==> config.mk <==
export PLATFORM = sky130hd
export DESIGN_NAME = sensor_deadband_alarm_classifier_core_flat
export DESIGN_NICKNAME = d
export VERILOG_FILES = /design/src/rtl/sdac_pkg.sv /design/src/rtl/sdac_if.sv /design/src/rtl/sensor_deadband_alarm_classifier_core.sv /design/src/rtl/sdac_cfg.sv /design/src/rtl/sdac_eval.sv /design/src/flat_wrapper.sv
export SDC_FILE = /design/constraint.sdc
export NUM_CORES = 2
export LEC_CHECK = 0
export BUFFER_PORTS_ARGS = -buffer_cell sky130_fd_sc_hd__buf_2
export CAP_MARGIN = 40
export CORE_MARGIN = 3
export CORE_UTILIZATION = 35
export CTS_BUF_LIST = sky130_fd_sc_hd__clkbuf_4 sky130_fd_sc_hd__clkbuf_8
export DETAILED_ROUTE_END_ITERATION = 12
export PLACE_DENSITY = 0.53
export SLEW_MARGIN = 20
export SYNTH_ARGS = -nofsm -noshare
export SYNTH_HDL_FRONTEND = slang
export SYNTH_SLANG_ARGS = --single-unit
export TNS_END_PERCENT = 1
==> constraint.sdc <==
create_clock -name clk_i -period 9.25 [get_ports clk_i]
set_input_delay 0 -clock clk_i [delete_from_list [all_inputs] [get_ports clk_i]]
set_output_delay 0 -clock clk_i [all_outputs]
set_load 0.03 [all_outputs]
==> src/rtl/sdac_pkg.sv <==
// Shared types, constants and helpers for the sensor deadband alarm classifier.
`default_nettype none
package sdac_pkg;

  localparam int VALUE_WIDTH_DEF = 32;
  localparam int PCT_W           = 7;
  localparam int IDX_W           = 3;
  localparam logic [PCT_W-1:0] PCT_MAX = 7'd100;

  typedef enum logic [1:0] {
    LVL_OK      = 2'd0,
    LVL_WARN    = 2'd1,
    LVL_ALARM   = 2'd2,
    LVL_INVALID = 2'd3
  } level_e;

  typedef enum logic [1:0] {
    FLT_NONE     = 2'd0,
    FLT_QUALITY  = 2'd1,
    FLT_TYPE     = 2'd2,
    FLT_BAD_NUM  = 2'd3
  } fault_e;

  typedef enum logic [IDX_W-1:0] {
    REG_DEADBAND   = 3'd0,
    REG_WARN_LOW   = 3'd1,
    REG_WARN_HIGH  = 3'd2,
    REG_ALARM_LOW  = 3'd3,
    REG_ALARM_HIGH = 3'd4,
    REG_HYST_PCT   = 3'd5,
    REG_STRICT     = 3'd6,
    REG_ANALOG     = 3'd7
  } reg_idx_e;

  typedef struct packed {
    logic strict_policy;
    logic device_is_analog;
  } ctrl_t;

  // APB data width: 64 once a value no longer fits a 32 bit word
  function automatic int pdata_w(input int vw);
    return (vw > 32) ? 64 : 32;
  endfunction

  // byte address bits below the register index
  function automatic int pstride_log(input int vw);
    return (vw > 32) ? 3 : 2;
  endfunction

  function automatic int paddr_w(input int vw);
    return pstride_log(vw) + IDX_W;
  endfunction

endpackage
`default_nettype wire

==> src/rtl/sdac_if.sv <==
// Valid/ready channel interfaces for samples and classification results.
`default_nettype none
interface sdac_smp_if #(
  parameter int VALUE_WIDTH = sdac_pkg::VALUE_WIDTH_DEF
);
  logic                   valid;
  logic                   ready;
  logic [VALUE_WIDTH-1:0] sample;
  logic                   sample_quality_ok;
  logic                   sample_not_finite;

  modport source (output valid, sample, sample_quality_ok, sample_not_finite, input ready);
  modport sink   (input valid, sample, sample_quality_ok, sample_not_finite, output ready);
endinterface

interface sdac_res_if #(
  parameter int VALUE_WIDTH = sdac_pkg::VALUE_WIDTH_DEF
);
  logic                   valid;
  logic                   ready;
  logic [1:0]             level_status;
  logic [1:0]             fault_code;
  logic                   quality_flag;
  logic [VALUE_WIDTH-1:0] held_value;
  logic                   held_valid;
  logic                   sample_taken;

  modport source (output valid, level_status, fault_code, quality_flag, held_value,
                  held_valid, sample_taken, input ready);
  modport sink   (input valid, level_status, fault_code, quality_flag, held_value,
                  held_valid, sample_taken, output ready);
endinterface
`default_nettype wire

==> src/rtl/sensor_deadband_alarm_classifier_core.sv <==
// Top level: sample register, classifier state, result register and APB port.
//
//   channel | kind         | direction | payload
//   smp_i   | valid/ready  | in        | sample, sample_quality_ok, sample_not_finite
//   res_o   | valid/ready  | out       | level, fault, quality, held value/valid, taken
//   APB     | psel/penable | in/out    | eight config registers, 4 B (8 B if wide) apart
//
// One request per cycle while results are taken; each passes the sample register, then the result register.
// The sample register feeds the check/classify logic, whose outcome loads the
// state and the result register at the same edge, so back-to-back samples see
// up-to-date state. The hysteresis product is registered in the cycle after a
// config write. Reset (async, low) clears state; a stalled result holds the
// sample stage, and a new request is still taken whenever the result moves.
`default_nettype none
module sensor_deadband_alarm_classifier_core #(
  parameter int VALUE_WIDTH = sdac_pkg::VALUE_WIDTH_DEF
) (
  input  wire logic                                      clk_i,
  input  wire logic                                      rst_ni,
  sdac_smp_if.sink                                       smp_i,
  sdac_res_if.source                                     res_o,
  input  wire logic                                      psel,
  input  wire logic                                      penable,
  input  wire logic                                      pwrite,
  input  wire logic [sdac_pkg::paddr_w(VALUE_WIDTH)-1:0] paddr,
  input  wire logic [sdac_pkg::pdata_w(VALUE_WIDTH)-1:0] pwdata,
  output logic      [sdac_pkg::pdata_w(VALUE_WIDTH)-1:0] prdata,
  output logic                                           pready
);
  localparam int W  = VALUE_WIDTH;
  localparam int PW = sdac_pkg::PCT_W;

  // config
  logic [W-2:0]    deadband;
  logic [W-1:0]    warn_lo, warn_hi, alm_lo, alm_hi;
  logic [W+PW-1:0] hyst_prod;
  sdac_pkg::ctrl_t ctrl;

  // sample stage
  logic         s1_valid_q;
  logic [W-1:0] s1_sample_q;
  logic         s1_qok_q, s1_nf_q;

  // classifier state
  sdac_pkg::level_e level_q, level_d;
  sdac_pkg::fault_e fault_q, fault_d;
  logic             quality_q, quality_d;
  logic [W-1:0]     held_value_q, held_value_d;
  logic             held_valid_q, held_valid_d;
  logic             taken_d;

  // result stage
  logic         out_valid_q;
  logic [1:0]   out_level_q, out_fault_q;
  logic         out_quality_q, out_held_valid_q, out_taken_q;
  logic [W-1:0] out_held_value_q;

  logic advance;

  sdac_cfg #(.VALUE_WIDTH(W)) u_cfg (
    .clk_i       (clk_i),
    .rst_ni      (rst_ni),
    .psel        (psel),
    .penable     (penable),
    .pwrite      (pwrite),
    .paddr       (paddr),
    .pwdata      (pwdata),
    .prdata      (prdata),
    .pready      (pready),
    .deadband_o  (deadband),
    .warn_lo_o   (warn_lo),
    .warn_hi_o   (warn_hi),
    .alm_lo_o    (alm_lo),
    .alm_hi_o    (alm_hi),
    .hyst_prod_o (hyst_prod),
    .ctrl_o      (ctrl)
  );

  sdac_eval #(.VALUE_WIDTH(W)) u_eval (
    .sample_i     (s1_sample_q),
    .quality_ok_i (s1_qok_q),
    .not_finite_i (s1_nf_q),
    .held_value_i (held_value_q),
    .held_valid_i (held_valid_q),
    .level_i      (level_q),
    .fault_i      (fault_q),
    .quality_i    (quality_q),
    .deadband_i   (deadband),
    .warn_lo_i    (warn_lo),
    .warn_hi_i    (warn_hi),
    .alm_lo_i     (alm_lo),
    .alm_hi_i     (alm_hi),
    .hyst_prod_i  (hyst_prod),
    .ctrl_i       (ctrl),
    .level_o      (level_d),
    .fault_o      (fault_d),
    .quality_o    (quality_d),
    .held_value_o (held_value_d),
    .held_valid_o (held_valid_d),
    .taken_o      (taken_d)
  );

  // sample stage moves whenever the result register is free or draining
  assign advance     = s1_valid_q && (!out_valid_q || res_o.ready);
  assign smp_i.ready = !s1_valid_q || advance;

  always_ff @(posedge clk_i or negedge rst_ni) begin
    if (!rst_ni) begin
      s1_valid_q <= 1'b0;
    end else if (smp_i.ready) begin
      s1_valid_q <= smp_i.valid;
    end
  end

  always_ff @(posedge clk_i) begin
    if (smp_i.valid && smp_i.ready) begin
      s1_sample_q <= smp_i.sample;
      s1_qok_q    <= smp_i.sample_quality_ok;
      s1_nf_q     <= smp_i.sample_not_finite;
    end
  end

  // state commits only when the request's result is loaded
  always_ff @(posedge clk_i or negedge rst_ni) begin
    if (!rst_ni) begin
      level_q      <= sdac_pkg::LVL_OK;
      fault_q      <= sdac_pkg::FLT_NONE;
      quality_q    <= 1'b1;
      held_value_q <= '0;
      held_valid_q <= 1'b0;
    end else if (advance) begin
      level_q      <= level_d;
      fault_q      <= fault_d;
      quality_q    <= quality_d;
      held_value_q <= held_value_d;
      held_valid_q <= held_valid_d;
    end
  end

  always_ff @(posedge clk_i or negedge rst_ni) begin
    if (!rst_ni) begin
      out_valid_q <= 1'b0;
    end else if (advance) begin
      out_valid_q <= 1'b1;
    end else if (res_o.ready) begin
      out_valid_q <= 1'b0;
    end
  end

  always_ff @(posedge clk_i) begin
    if (advance) begin
      out_level_q      <= level_d;
      out_fault_q      <= fault_d;
      out_quality_q    <= quality_d;
      out_held_value_q <= held_value_d;
      out_held_valid_q <= held_valid_d;
      out_taken_q      <= taken_d;
    end
  end

  assign res_o.valid        = out_valid_q;
  assign res_o.level_status = out_level_q;
  assign res_o.fault_code   = out_fault_q;
  assign res_o.quality_flag = out_quality_q;
  assign res_o.held_value   = out_held_value_q;
  assign res_o.held_valid   = out_held_valid_q;
  assign res_o.sample_taken = out_taken_q;

`ifndef SYNTHESIS
  // any stored fault goes with an invalid level
  a_fault_invalid: assert property (@(posedge clk_i) disable iff (!rst_ni)
    (fault_q != sdac_pkg::FLT_NONE) |-> (level_q == sdac_pkg::LVL_INVALID))
    else $error("fault stored without invalid level");

  // held value only moves on a taken sample
  a_held_stable: assert property (@(posedge clk_i) disable iff (!rst_ni)
    !(advance && taken_d) |=> $stable(held_value_q))
    else $error("held value changed without a taken sample");

  // a taken sample clears the fault and marks the held value valid
  a_taken_clean: assert property (@(posedge clk_i) disable iff (!rst_ni)
    (out_valid_q && out_taken_q) |->
      (out_fault_q == sdac_pkg::FLT_NONE) && out_held_valid_q && out_quality_q)
    else $error("taken sample with fault or without held value");
`endif

endmodule
`default_nettype wire

==> src/rtl/sdac_cfg.sv <==
// APB register file and precomputed hysteresis product.
`default_nettype none
module sdac_cfg #(
  parameter int VALUE_WIDTH = sdac_pkg::VALUE_WIDTH_DEF
) (
  input  wire logic                                        clk_i,
  input  wire logic                                        rst_ni,
  input  wire logic                                        psel,
  input  wire logic                                        penable,
  input  wire logic                                        pwrite,
  input  wire logic [sdac_pkg::paddr_w(VALUE_WIDTH)-1:0]   paddr,
  input  wire logic [sdac_pkg::pdata_w(VALUE_WIDTH)-1:0]   pwdata,
  output logic      [sdac_pkg::pdata_w(VALUE_WIDTH)-1:0]   prdata,
  output logic                                             pready,
  output logic      [VALUE_WIDTH-2:0]                      deadband_o,
  output logic      [VALUE_WIDTH-1:0]                      warn_lo_o,
  output logic      [VALUE_WIDTH-1:0]                      warn_hi_o,
  output logic      [VALUE_WIDTH-1:0]                      alm_lo_o,
  output logic      [VALUE_WIDTH-1:0]                      alm_hi_o,
  output logic      [VALUE_WIDTH+sdac_pkg::PCT_W-1:0]      hyst_prod_o,
  output sdac_pkg::ctrl_t                                  ctrl_o
);
  localparam int W      = VALUE_WIDTH;
  localparam int DW     = sdac_pkg::pdata_w(VALUE_WIDTH);
  localparam int AW     = sdac_pkg::paddr_w(VALUE_WIDTH);
  localparam int PW     = sdac_pkg::PCT_W;
  localparam int SL     = sdac_pkg::pstride_log(VALUE_WIDTH);

  logic [W-2:0]  deadband_q;
  logic [W-1:0]  warn_lo_q, warn_hi_q, alm_lo_q, alm_hi_q;
  logic [PW-1:0] pct_q;
  logic          strict_q, analog_q;
  logic [W+PW-1:0] hyst_prod_d, hyst_prod_q;

  sdac_pkg::reg_idx_e idx;
  logic               wr_en;
  logic signed [W:0]  span_diff;
  logic [W:0]         span_abs;
  logic [PW-1:0]      pct_eff;

  assign idx    = sdac_pkg::reg_idx_e'(paddr[AW-1:SL]);
  assign wr_en  = psel && penable && pwrite;
  assign pready = 1'b1;

  always_ff @(posedge clk_i or negedge rst_ni) begin
    if (!rst_ni) begin
      deadband_q <= '0;
      warn_lo_q  <= '0;
      warn_hi_q  <= '0;
      alm_lo_q   <= '0;
      alm_hi_q   <= '0;
      pct_q      <= '0;
      strict_q   <= 1'b1;
      analog_q   <= 1'b1;
    end else if (wr_en) begin
      case (idx)
        sdac_pkg::REG_DEADBAND:   deadband_q <= pwdata[W-2:0];
        sdac_pkg::REG_WARN_LOW:   warn_lo_q  <= pwdata[W-1:0];
        sdac_pkg::REG_WARN_HIGH:  warn_hi_q  <= pwdata[W-1:0];
        sdac_pkg::REG_ALARM_LOW:  alm_lo_q   <= pwdata[W-1:0];
        sdac_pkg::REG_ALARM_HIGH: alm_hi_q   <= pwdata[W-1:0];
        sdac_pkg::REG_HYST_PCT:   pct_q      <= pwdata[PW-1:0];
        sdac_pkg::REG_STRICT:     strict_q   <= pwdata[0];
        sdac_pkg::REG_ANALOG:     analog_q   <= pwdata[0];
        default: ;
      endcase
    end
  end

  always_comb begin
    case (idx)
      sdac_pkg::REG_DEADBAND:   prdata = DW'(deadband_q);
      sdac_pkg::REG_WARN_LOW:   prdata = DW'(warn_lo_q);
      sdac_pkg::REG_WARN_HIGH:  prdata = DW'(warn_hi_q);
      sdac_pkg::REG_ALARM_LOW:  prdata = DW'(alm_lo_q);
      sdac_pkg::REG_ALARM_HIGH: prdata = DW'(alm_hi_q);
      sdac_pkg::REG_HYST_PCT:   prdata = DW'(pct_q);
      sdac_pkg::REG_STRICT:     prdata = DW'(strict_q);
      sdac_pkg::REG_ANALOG:     prdata = DW'(analog_q);
      default:                  prdata = '0;
    endcase
  end

  // pct * |warn_hi - warn_lo|; compared later against 100 * distance
  always_comb begin
    span_diff   = $signed({warn_hi_q[W-1], warn_hi_q}) -
                  $signed({warn_lo_q[W-1], warn_lo_q});
    span_abs    = span_diff[W] ? $unsigned(-span_diff) : $unsigned(span_diff);
    pct_eff     = (pct_q > sdac_pkg::PCT_MAX) ? sdac_pkg::PCT_MAX : pct_q;
    hyst_prod_d = (W+PW)'(span_abs[W-1:0]) * (W+PW)'(pct_eff);
  end

  always_ff @(posedge clk_i or negedge rst_ni) begin
    if (!rst_ni) begin
      hyst_prod_q <= '0;
    end else begin
      hyst_prod_q <= hyst_prod_d;
    end
  end

  assign deadband_o  = deadband_q;
  assign warn_lo_o   = warn_lo_q;
  assign warn_hi_o   = warn_hi_q;
  assign alm_lo_o    = alm_lo_q;
  assign alm_hi_o    = alm_hi_q;
  assign hyst_prod_o = hyst_prod_q;
  assign ctrl_o      = '{strict_policy: strict_q, device_is_analog: analog_q};

endmodule
`default_nettype wire

==> src/rtl/sdac_eval.sv <==
// Per-sample fault checks, deadband filter and level classification.
`default_nettype none
module sdac_eval #(
  parameter int VALUE_WIDTH = sdac_pkg::VALUE_WIDTH_DEF
) (
  input  wire logic [VALUE_WIDTH-1:0]                 sample_i,
  input  wire logic                                   quality_ok_i,
  input  wire logic                                   not_finite_i,
  input  wire logic [VALUE_WIDTH-1:0]                 held_value_i,
  input  wire logic                                   held_valid_i,
  input  wire sdac_pkg::level_e                       level_i,
  input  wire sdac_pkg::fault_e                       fault_i,
  input  wire logic                                   quality_i,
  input  wire logic [VALUE_WIDTH-2:0]                 deadband_i,
  input  wire logic [VALUE_WIDTH-1:0]                 warn_lo_i,
  input  wire logic [VALUE_WIDTH-1:0]                 warn_hi_i,
  input  wire logic [VALUE_WIDTH-1:0]                 alm_lo_i,
  input  wire logic [VALUE_WIDTH-1:0]                 alm_hi_i,
  input  wire logic [VALUE_WIDTH+sdac_pkg::PCT_W-1:0] hyst_prod_i,
  input  wire sdac_pkg::ctrl_t                        ctrl_i,
  output sdac_pkg::level_e                            level_o,
  output sdac_pkg::fault_e                            fault_o,
  output logic                                        quality_o,
  output logic      [VALUE_WIDTH-1:0]                 held_value_o,
  output logic                                        held_valid_o,
  output logic                                        taken_o
);
  localparam int W  = VALUE_WIDTH;
  localparam int PW = sdac_pkg::PCT_W;

  // a - b > floor(P / 100)  <=>  100 * (a - b) > P, exact for integers
  function automatic logic beyond(input logic [W-1:0] a, input logic [W-1:0] b,
                                  input logic [W+PW-1:0] p);
    logic signed [W:0]    d;
    logic signed [W+PW:0] dx;
    logic signed [W+PW:0] m;
    d  = $signed({a[W-1], a}) - $signed({b[W-1], b});
    dx = (W+PW+1)'(d);
    m  = (dx <<< 6) + (dx <<< 5) + (dx <<< 2);
    return m > $signed({1'b0, p});
  endfunction

  logic signed [W-1:0] s, wl, wh, al, ah;
  logic                in_alarm, in_warn;
  sdac_pkg::level_e    plain_lvl, class_lvl;
  logic signed [W:0]   db_diff;
  logic [W:0]          db_abs;
  logic                drop;

  assign s  = $signed(sample_i);
  assign wl = $signed(warn_lo_i);
  assign wh = $signed(warn_hi_i);
  assign al = $signed(alm_lo_i);
  assign ah = $signed(alm_hi_i);

  always_comb begin
    in_alarm  = (s <= al) || (s >= ah);
    in_warn   = (s <= wl) || (s >= wh);
    plain_lvl = in_warn ? sdac_pkg::LVL_WARN : sdac_pkg::LVL_OK;
    if (in_alarm) begin
      class_lvl = sdac_pkg::LVL_ALARM;
    end else if (level_i == sdac_pkg::LVL_ALARM) begin
      // stay in alarm until clear of both alarm limits by the band
      if (!beyond(alm_hi_i, sample_i, hyst_prod_i) ||
          !beyond(sample_i, alm_lo_i, hyst_prod_i)) begin
        class_lvl = sdac_pkg::LVL_ALARM;
      end else begin
        class_lvl = plain_lvl;
      end
    end else if (level_i == sdac_pkg::LVL_WARN) begin
      if (beyond(sample_i, warn_lo_i, hyst_prod_i) &&
          beyond(warn_hi_i, sample_i, hyst_prod_i)) begin
        class_lvl = sdac_pkg::LVL_OK;
      end else begin
        class_lvl = sdac_pkg::LVL_WARN;
      end
    end else begin
      class_lvl = plain_lvl;
    end
  end

  always_comb begin
    db_diff = $signed({sample_i[W-1], sample_i}) - $signed({held_value_i[W-1], held_value_i});
    db_abs  = db_diff[W] ? $unsigned(-db_diff) : $unsigned(db_diff);
    drop    = held_valid_i && (deadband_i != '0) && (db_abs < (W+1)'(deadband_i));
  end

  always_comb begin
    level_o      = level_i;
    fault_o      = fault_i;
    quality_o    = quality_i;
    held_value_o = held_value_i;
    held_valid_o = held_valid_i;
    taken_o      = 1'b0;
    if (!quality_ok_i) begin
      quality_o = 1'b0;
      level_o   = sdac_pkg::LVL_INVALID;
      fault_o   = sdac_pkg::FLT_QUALITY;
    end else if (!ctrl_i.device_is_analog) begin
      level_o   = sdac_pkg::LVL_INVALID;
      fault_o   = sdac_pkg::FLT_TYPE;
    end else if (not_finite_i) begin
      level_o   = sdac_pkg::LVL_INVALID;
      fault_o   = sdac_pkg::FLT_BAD_NUM;
    end else begin
      quality_o = 1'b1;
      if (!drop) begin
        fault_o      = sdac_pkg::FLT_NONE;
        held_value_o = sample_i;
        held_valid_o = 1'b1;
        taken_o      = 1'b1;
        if (ctrl_i.strict_policy) begin
          level_o = class_lvl;
        end
      end
    end
  end

endmodule
`default_nettype wire

==> src/flat_wrapper.sv <==
// flat-port wrapper written by rule: the top's interface ports become plain ports
module sensor_deadband_alarm_classifier_core_flat 
#(
  parameter int VALUE_WIDTH = sdac_pkg::VALUE_WIDTH_DEF
)
  (clk_i, rst_ni, psel, penable, pwrite, paddr, pwdata, prdata, pready, smp_i_valid, smp_i_sample, smp_i_sample_quality_ok, smp_i_sample_not_finite, smp_i_ready, res_o_valid, res_o_level_status, res_o_fault_code, res_o_quality_flag, res_o_held_value, res_o_held_valid, res_o_sample_taken, res_o_ready);
  sdac_smp_if #(.VALUE_WIDTH(VALUE_WIDTH)) smp_i_i ();
  sdac_res_if #(.VALUE_WIDTH(VALUE_WIDTH)) res_o_i ();
  input  wire logic clk_i;
  input  wire logic rst_ni;
  input  wire logic psel;
  input  wire logic penable;
  input  wire logic pwrite;
  input  wire logic [sdac_pkg::paddr_w(VALUE_WIDTH)-1:0] paddr;
  input  wire logic [sdac_pkg::pdata_w(VALUE_WIDTH)-1:0] pwdata;
  output logic      [sdac_pkg::pdata_w(VALUE_WIDTH)-1:0] prdata;
  output logic pready;
  input wire logic [$bits(smp_i_i.valid)-1:0] smp_i_valid;
  input wire logic [$bits(smp_i_i.sample)-1:0] smp_i_sample;
  input wire logic [$bits(smp_i_i.sample_quality_ok)-1:0] smp_i_sample_quality_ok;
  input wire logic [$bits(smp_i_i.sample_not_finite)-1:0] smp_i_sample_not_finite;
  output wire logic [$bits(smp_i_i.ready)-1:0] smp_i_ready;
  output wire logic [$bits(res_o_i.valid)-1:0] res_o_valid;
  output wire logic [$bits(res_o_i.level_status)-1:0] res_o_level_status;
  output wire logic [$bits(res_o_i.fault_code)-1:0] res_o_fault_code;
  output wire logic [$bits(res_o_i.quality_flag)-1:0] res_o_quality_flag;
  output wire logic [$bits(res_o_i.held_value)-1:0] res_o_held_value;
  output wire logic [$bits(res_o_i.held_valid)-1:0] res_o_held_valid;
  output wire logic [$bits(res_o_i.sample_taken)-1:0] res_o_sample_taken;
  input wire logic [$bits(res_o_i.ready)-1:0] res_o_ready;
  assign smp_i_i.valid = smp_i_valid;
  assign smp_i_i.sample = smp_i_sample;
  assign smp_i_i.sample_quality_ok = smp_i_sample_quality_ok;
  assign smp_i_i.sample_not_finite = smp_i_sample_not_finite;
  assign smp_i_ready = smp_i_i.ready;
  assign res_o_valid = res_o_i.valid;
  assign res_o_level_status = res_o_i.level_status;
  assign res_o_fault_code = res_o_i.fault_code;
  assign res_o_quality_flag = res_o_i.quality_flag;
  assign res_o_held_value = res_o_i.held_value;
  assign res_o_held_valid = res_o_i.held_valid;
  assign res_o_sample_taken = res_o_i.sample_taken;
  assign res_o_i.ready = res_o_ready;
  sensor_deadband_alarm_classifier_core #(.VALUE_WIDTH(VALUE_WIDTH)) u_core (.clk_i(clk_i), .rst_ni(rst_ni), .smp_i(smp_i_i), .res_o(res_o_i), .psel(psel), .penable(penable), .pwrite(pwrite), .paddr(paddr), .pwdata(pwdata), .prdata(prdata), .pready(pready));
endmodule
==> out/results.md <==
| Item | Value |
| --- | --- |
| Result of the run | completed |
| Clock-pin transition on the worst setup and hold timing paths | 0.07 ns |
| Initial drt markers | 3796 |
| Max transition margin | 38.8% |
| CTS Sinks | 320 |
| Core Rows | 130 |
| Port-buffer cells | 148 |
| Setup-violating endpoint count in the final report | 0 |
| Area fraction of the dominant cell type after synthesis | 17.1% |
| Area overhead of the layout relative to synthesis | 15.7% |
| Critical-path cell with the highest stage delay | or4b_2 |
| Cell repeated most along the worst path | nor2_1 |
| Setup_tns | 0 ns |
| Slew Viols, Final | 0 |
| I/O pin total | 152 |
| CTS H-tree depth | 2 |
| Highest achievable clock rate | 112 MHz |
| Crit path kind | flop to flop |
| Post-synth top flop | dfrtp_1 |
| Number of CTS-inserted buffers | 56 |
| Final cell area excluding filler cells | 51400 um2 |
| Average vias per placed instance | 5.44 |
| Root buffer cell | clkbuf_8 |
| Final-report hold violation count | 0 |
| Antenna violations before repair | 3 |
| Mapped cell area | 44500 um2 |
| Share of cells above drive strength 1 | 12.2% |
| Synthesized flop and latch total | 320 |
| Via count | 40000 |
| Main area contributors after synthesis | ha_1, dfrtp_1, fa_1, xnor2_1, inv_1 |
| Highest fanout seen on the critical path | 6 |
| Data arrival time of the critical path | 9.38 ns |
| Max Cap Viol | 0 |
| CP peak stage delay | 0.69 ns |
| Placer congestion estimate | 0.975 |
| Total cell area at the placement stage | 48700 um2 |
| Critical Path RT | 9.70 ns |
| Average cell area after synthesis | 8.51 um2 |
| Sequential standard cell area | 8380 um2 |
| Routed wire length | 164000 um |
| Overall routing resource usage | 24.2% |
| Clock latency at the later pin of the worst-skew pair | 0.72 ns |
| Routed length per instance | 22.2 um |
| Pin slew with the least headroom to its limit | 0.909 ns |
| Number of global-route vias before repair | 37500 |
| Net count of the finished layout | 6585 |
| Number of cells on the worst hold path | 4 |
| Synth warn | 0 |
| Post-route DRC | 0 |
| Detailed Routing Iterations Pass 1 | 6 |
| Width of the die | 363 um |
| Share of synthesized registers carrying an async set or reset | 77.2% |
| Placeable core region | 126000 um2 |
| Final clock period utilization by the worst path | 96.6% |
| Setup repair after global routing missed its margin | yes |
| Cell variety after synth | 100 |
| Hold WC Path Type | input pin to flop |
| Post-synth top area cell | ha_1 |
| Global route overflow | 0 |
| Multi-input combinational cell area | 33800 um2 |
| Sequential area share after synthesis | 18.8% |
| Filler cell count in the final layout | 12900 |
| Post-layout min period | 8.93 ns |
| Effective utilization at floorplan | 35.3% |
| Global-route wire length before repair | 241000 um |
| Number of enable flip-flop cells after synthesis | 73 |
| Setup skew after layout | 0.0375 ns |
| Number of nets in the synthesized netlist | 6149 |
| Pin count of the biggest net entering global routing | 87 |
| R2R depth | 34 |
| Die height | 363 um |
| Number of buffers on the longest clock path | 3 |
| Setup crit start kind | flop |
| Number of instances in the synthesized netlist | 5225 |
| Die area | 131000 um2 |
| Half-perimeter wire length after detailed placement | 136000 um |
| Clock tree from TritonCTS | yes |
| Residual antenna-violating net count after detailed routing | 0 |
| Type of destination of the critical path | flop |
==> registers in the layout, summed over array words and instances, names as in the netlist, 2 cells and up <==
register	count
u_core.s1_sample_q	32
u_core.res_o.level_status	2
u_core.u_cfg.hyst_prod_o	39
u_core.held_value_q	32
u_core.fault_q	2
u_core.level_q	2
u_core.u_cfg.alm_lo_o	32
u_core.u_cfg.pct_q	7
u_core.u_cfg.alm_hi_o	32
u_core.u_cfg.warn_hi_o	32
u_core.u_cfg.deadband_o	31
u_core.u_cfg.warn_lo_o	32
u_core.res_o.fault_code	2
u_core.res_o.held_value	32
==> stage by stage <==
stage                     hold slack (ns)  setup WS [ns]  std cells  utilization (%)
after floorplan                    -0.296           1.25       5225                -
after global placement             0.0891        -0.0663       7121             38.5
after detailed placement           0.0973        -0.0218       7136             38.7
after CTS                          0.0149         0.0356       7340             40.5
after global routing               0.0260        -0.0778       7360             40.9
final                              0.0843          0.319       7360             40.9
==> worst max-delay path, delay by kind of cell, from the launching register on <==
family                     cells  cell delay (ns)
AOI/OAI and AO/OA             11             2.90
xor gates and xnor gates       2             0.50
adders and majority gates      5             1.84
buffers and inverters          3             0.60
DFF                            1             0.50
and+or+nand+nor               13             2.30
==> what timing repair did <==
action,in CTS,in global routing
endpoints found under the hold margin,307,0
endpoints found under the setup margin,1,14
hold buffers,101,0
resized for setup,1,53
pin swaps,0,7
setup buffers,0,10
==> synth_stat cells, types with 36 or more instances <==
cell type / n
o21a_1: 79
mux2_2: 79
a21o_1: 211
clkbuf_1: 94
nand2_1: 463
nor3_1: 83
nand4_1: 72
dfrtp_1: 244
a21oi_1: 371
nor2b_1: 76
o21ai_0: 326
ha_1: 607
xnor2_1: 262
and2_1: 59
edfxtp_1: 73
mux2i_1: 92
fa_1: 239
nand2b_1: 73
inv_1: 601
nand3_1: 103
a211oi_1: 47
o21bai_1: 42
xor2_1: 139
a31oi_1: 36
nor2_1: 290
and3_1: 36
==> final timing paths <==
check                                                start  slack (ns)                                endpoint
setup / recovery           u_core.s1_sample_q[0]$_DFFE_PP_        0.32  u_core.res_o.level_status[1]$_DFFE_PP_
hold / removal                                    paddr[3]        0.08       u_core.u_cfg.strict_q$_DFFE_PN1P_
setup reg to reg           u_core.s1_sample_q[0]$_DFFE_PP_        0.32  u_core.res_o.level_status[1]$_DFFE_PP_
hold reg to reg              u_core.s1_valid_q$_DFFE_PN0N_        0.50          u_core.res_o.valid$_DFFE_PN0P_
max in group asynchronous                           rst_ni        7.45   u_core.u_cfg.hyst_prod_o[1]$_DFF_PN0_
min in group asynchronous                           rst_ni        0.47  u_core.u_cfg.warn_lo_o[27]$_DFFE_PN0P_
==> kinds of logic after synthesis <==
logic type               count (synthesis)  share of synthesized area (%)
adder cells (fa/ha/maj)                846                           27.8
XOR/XNOR                               401                           7.90
AO/OA/AOI/OAI                         1383                           19.8
multiplexers                           178                           4.42
buffers and inverters                  715                           6.11
other                                    1                        0.00843
AND/OR/NAND/NOR                       1381                           15.1
flip-flops                             320                           18.8
==> cells in the final DEF, fill, tap and decap left out, types with 36 or more instances in the layout <==
cell type,instances
a211oi_1,45
a21o_1,211
a21oi_1,367
and2_1,58
and3_1,36
buf_2,151
buf_4,224
clkbuf_8,75
dfrtp_1,244
dlygate4sd3_1,100
edfxtp_1,73
fa_1,239
ha_1,606
inv_1,601
mux2_2,79
mux2i_1,92
nand2_1,463
nand2b_1,73
nand3_1,101
nand4_1,72
nor2_1,287
nor2b_1,75
nor3_1,78
o21a_1,79
o21ai_0,321
o21bai_1,42
xnor2_1,251
xor2_1,132
==> cell type report <==
| type | count | area share, % |
|---|---|---|
| Antenna cell | 4 | 0.0195 |
| Clock buffer | 87 | 2.18 |
| Clock inverter | 16 | 0.285 |
| Inverter | 602 | 4.39 |
| Multi-Input combinational cell | 4190 | 65.6 |
| Sequential cell | 320 | 16.3 |
| Tap cell | 1650 | 4.01 |
| Timing Repair Buffer | 491 | 7.22 |
==> routing by layer <==
layer / wire (um) / GRT usage, %
met1: 77500 / 35.4
met2: 70200 / 36.5
met3: 10500 / 3.70
met4: 5390 / 7.01
met5: 0 / 0
Power is left out: the tool's default activity adds up to more than one toggle a clock period on the data nets, which glitch-free logic cannot reach.
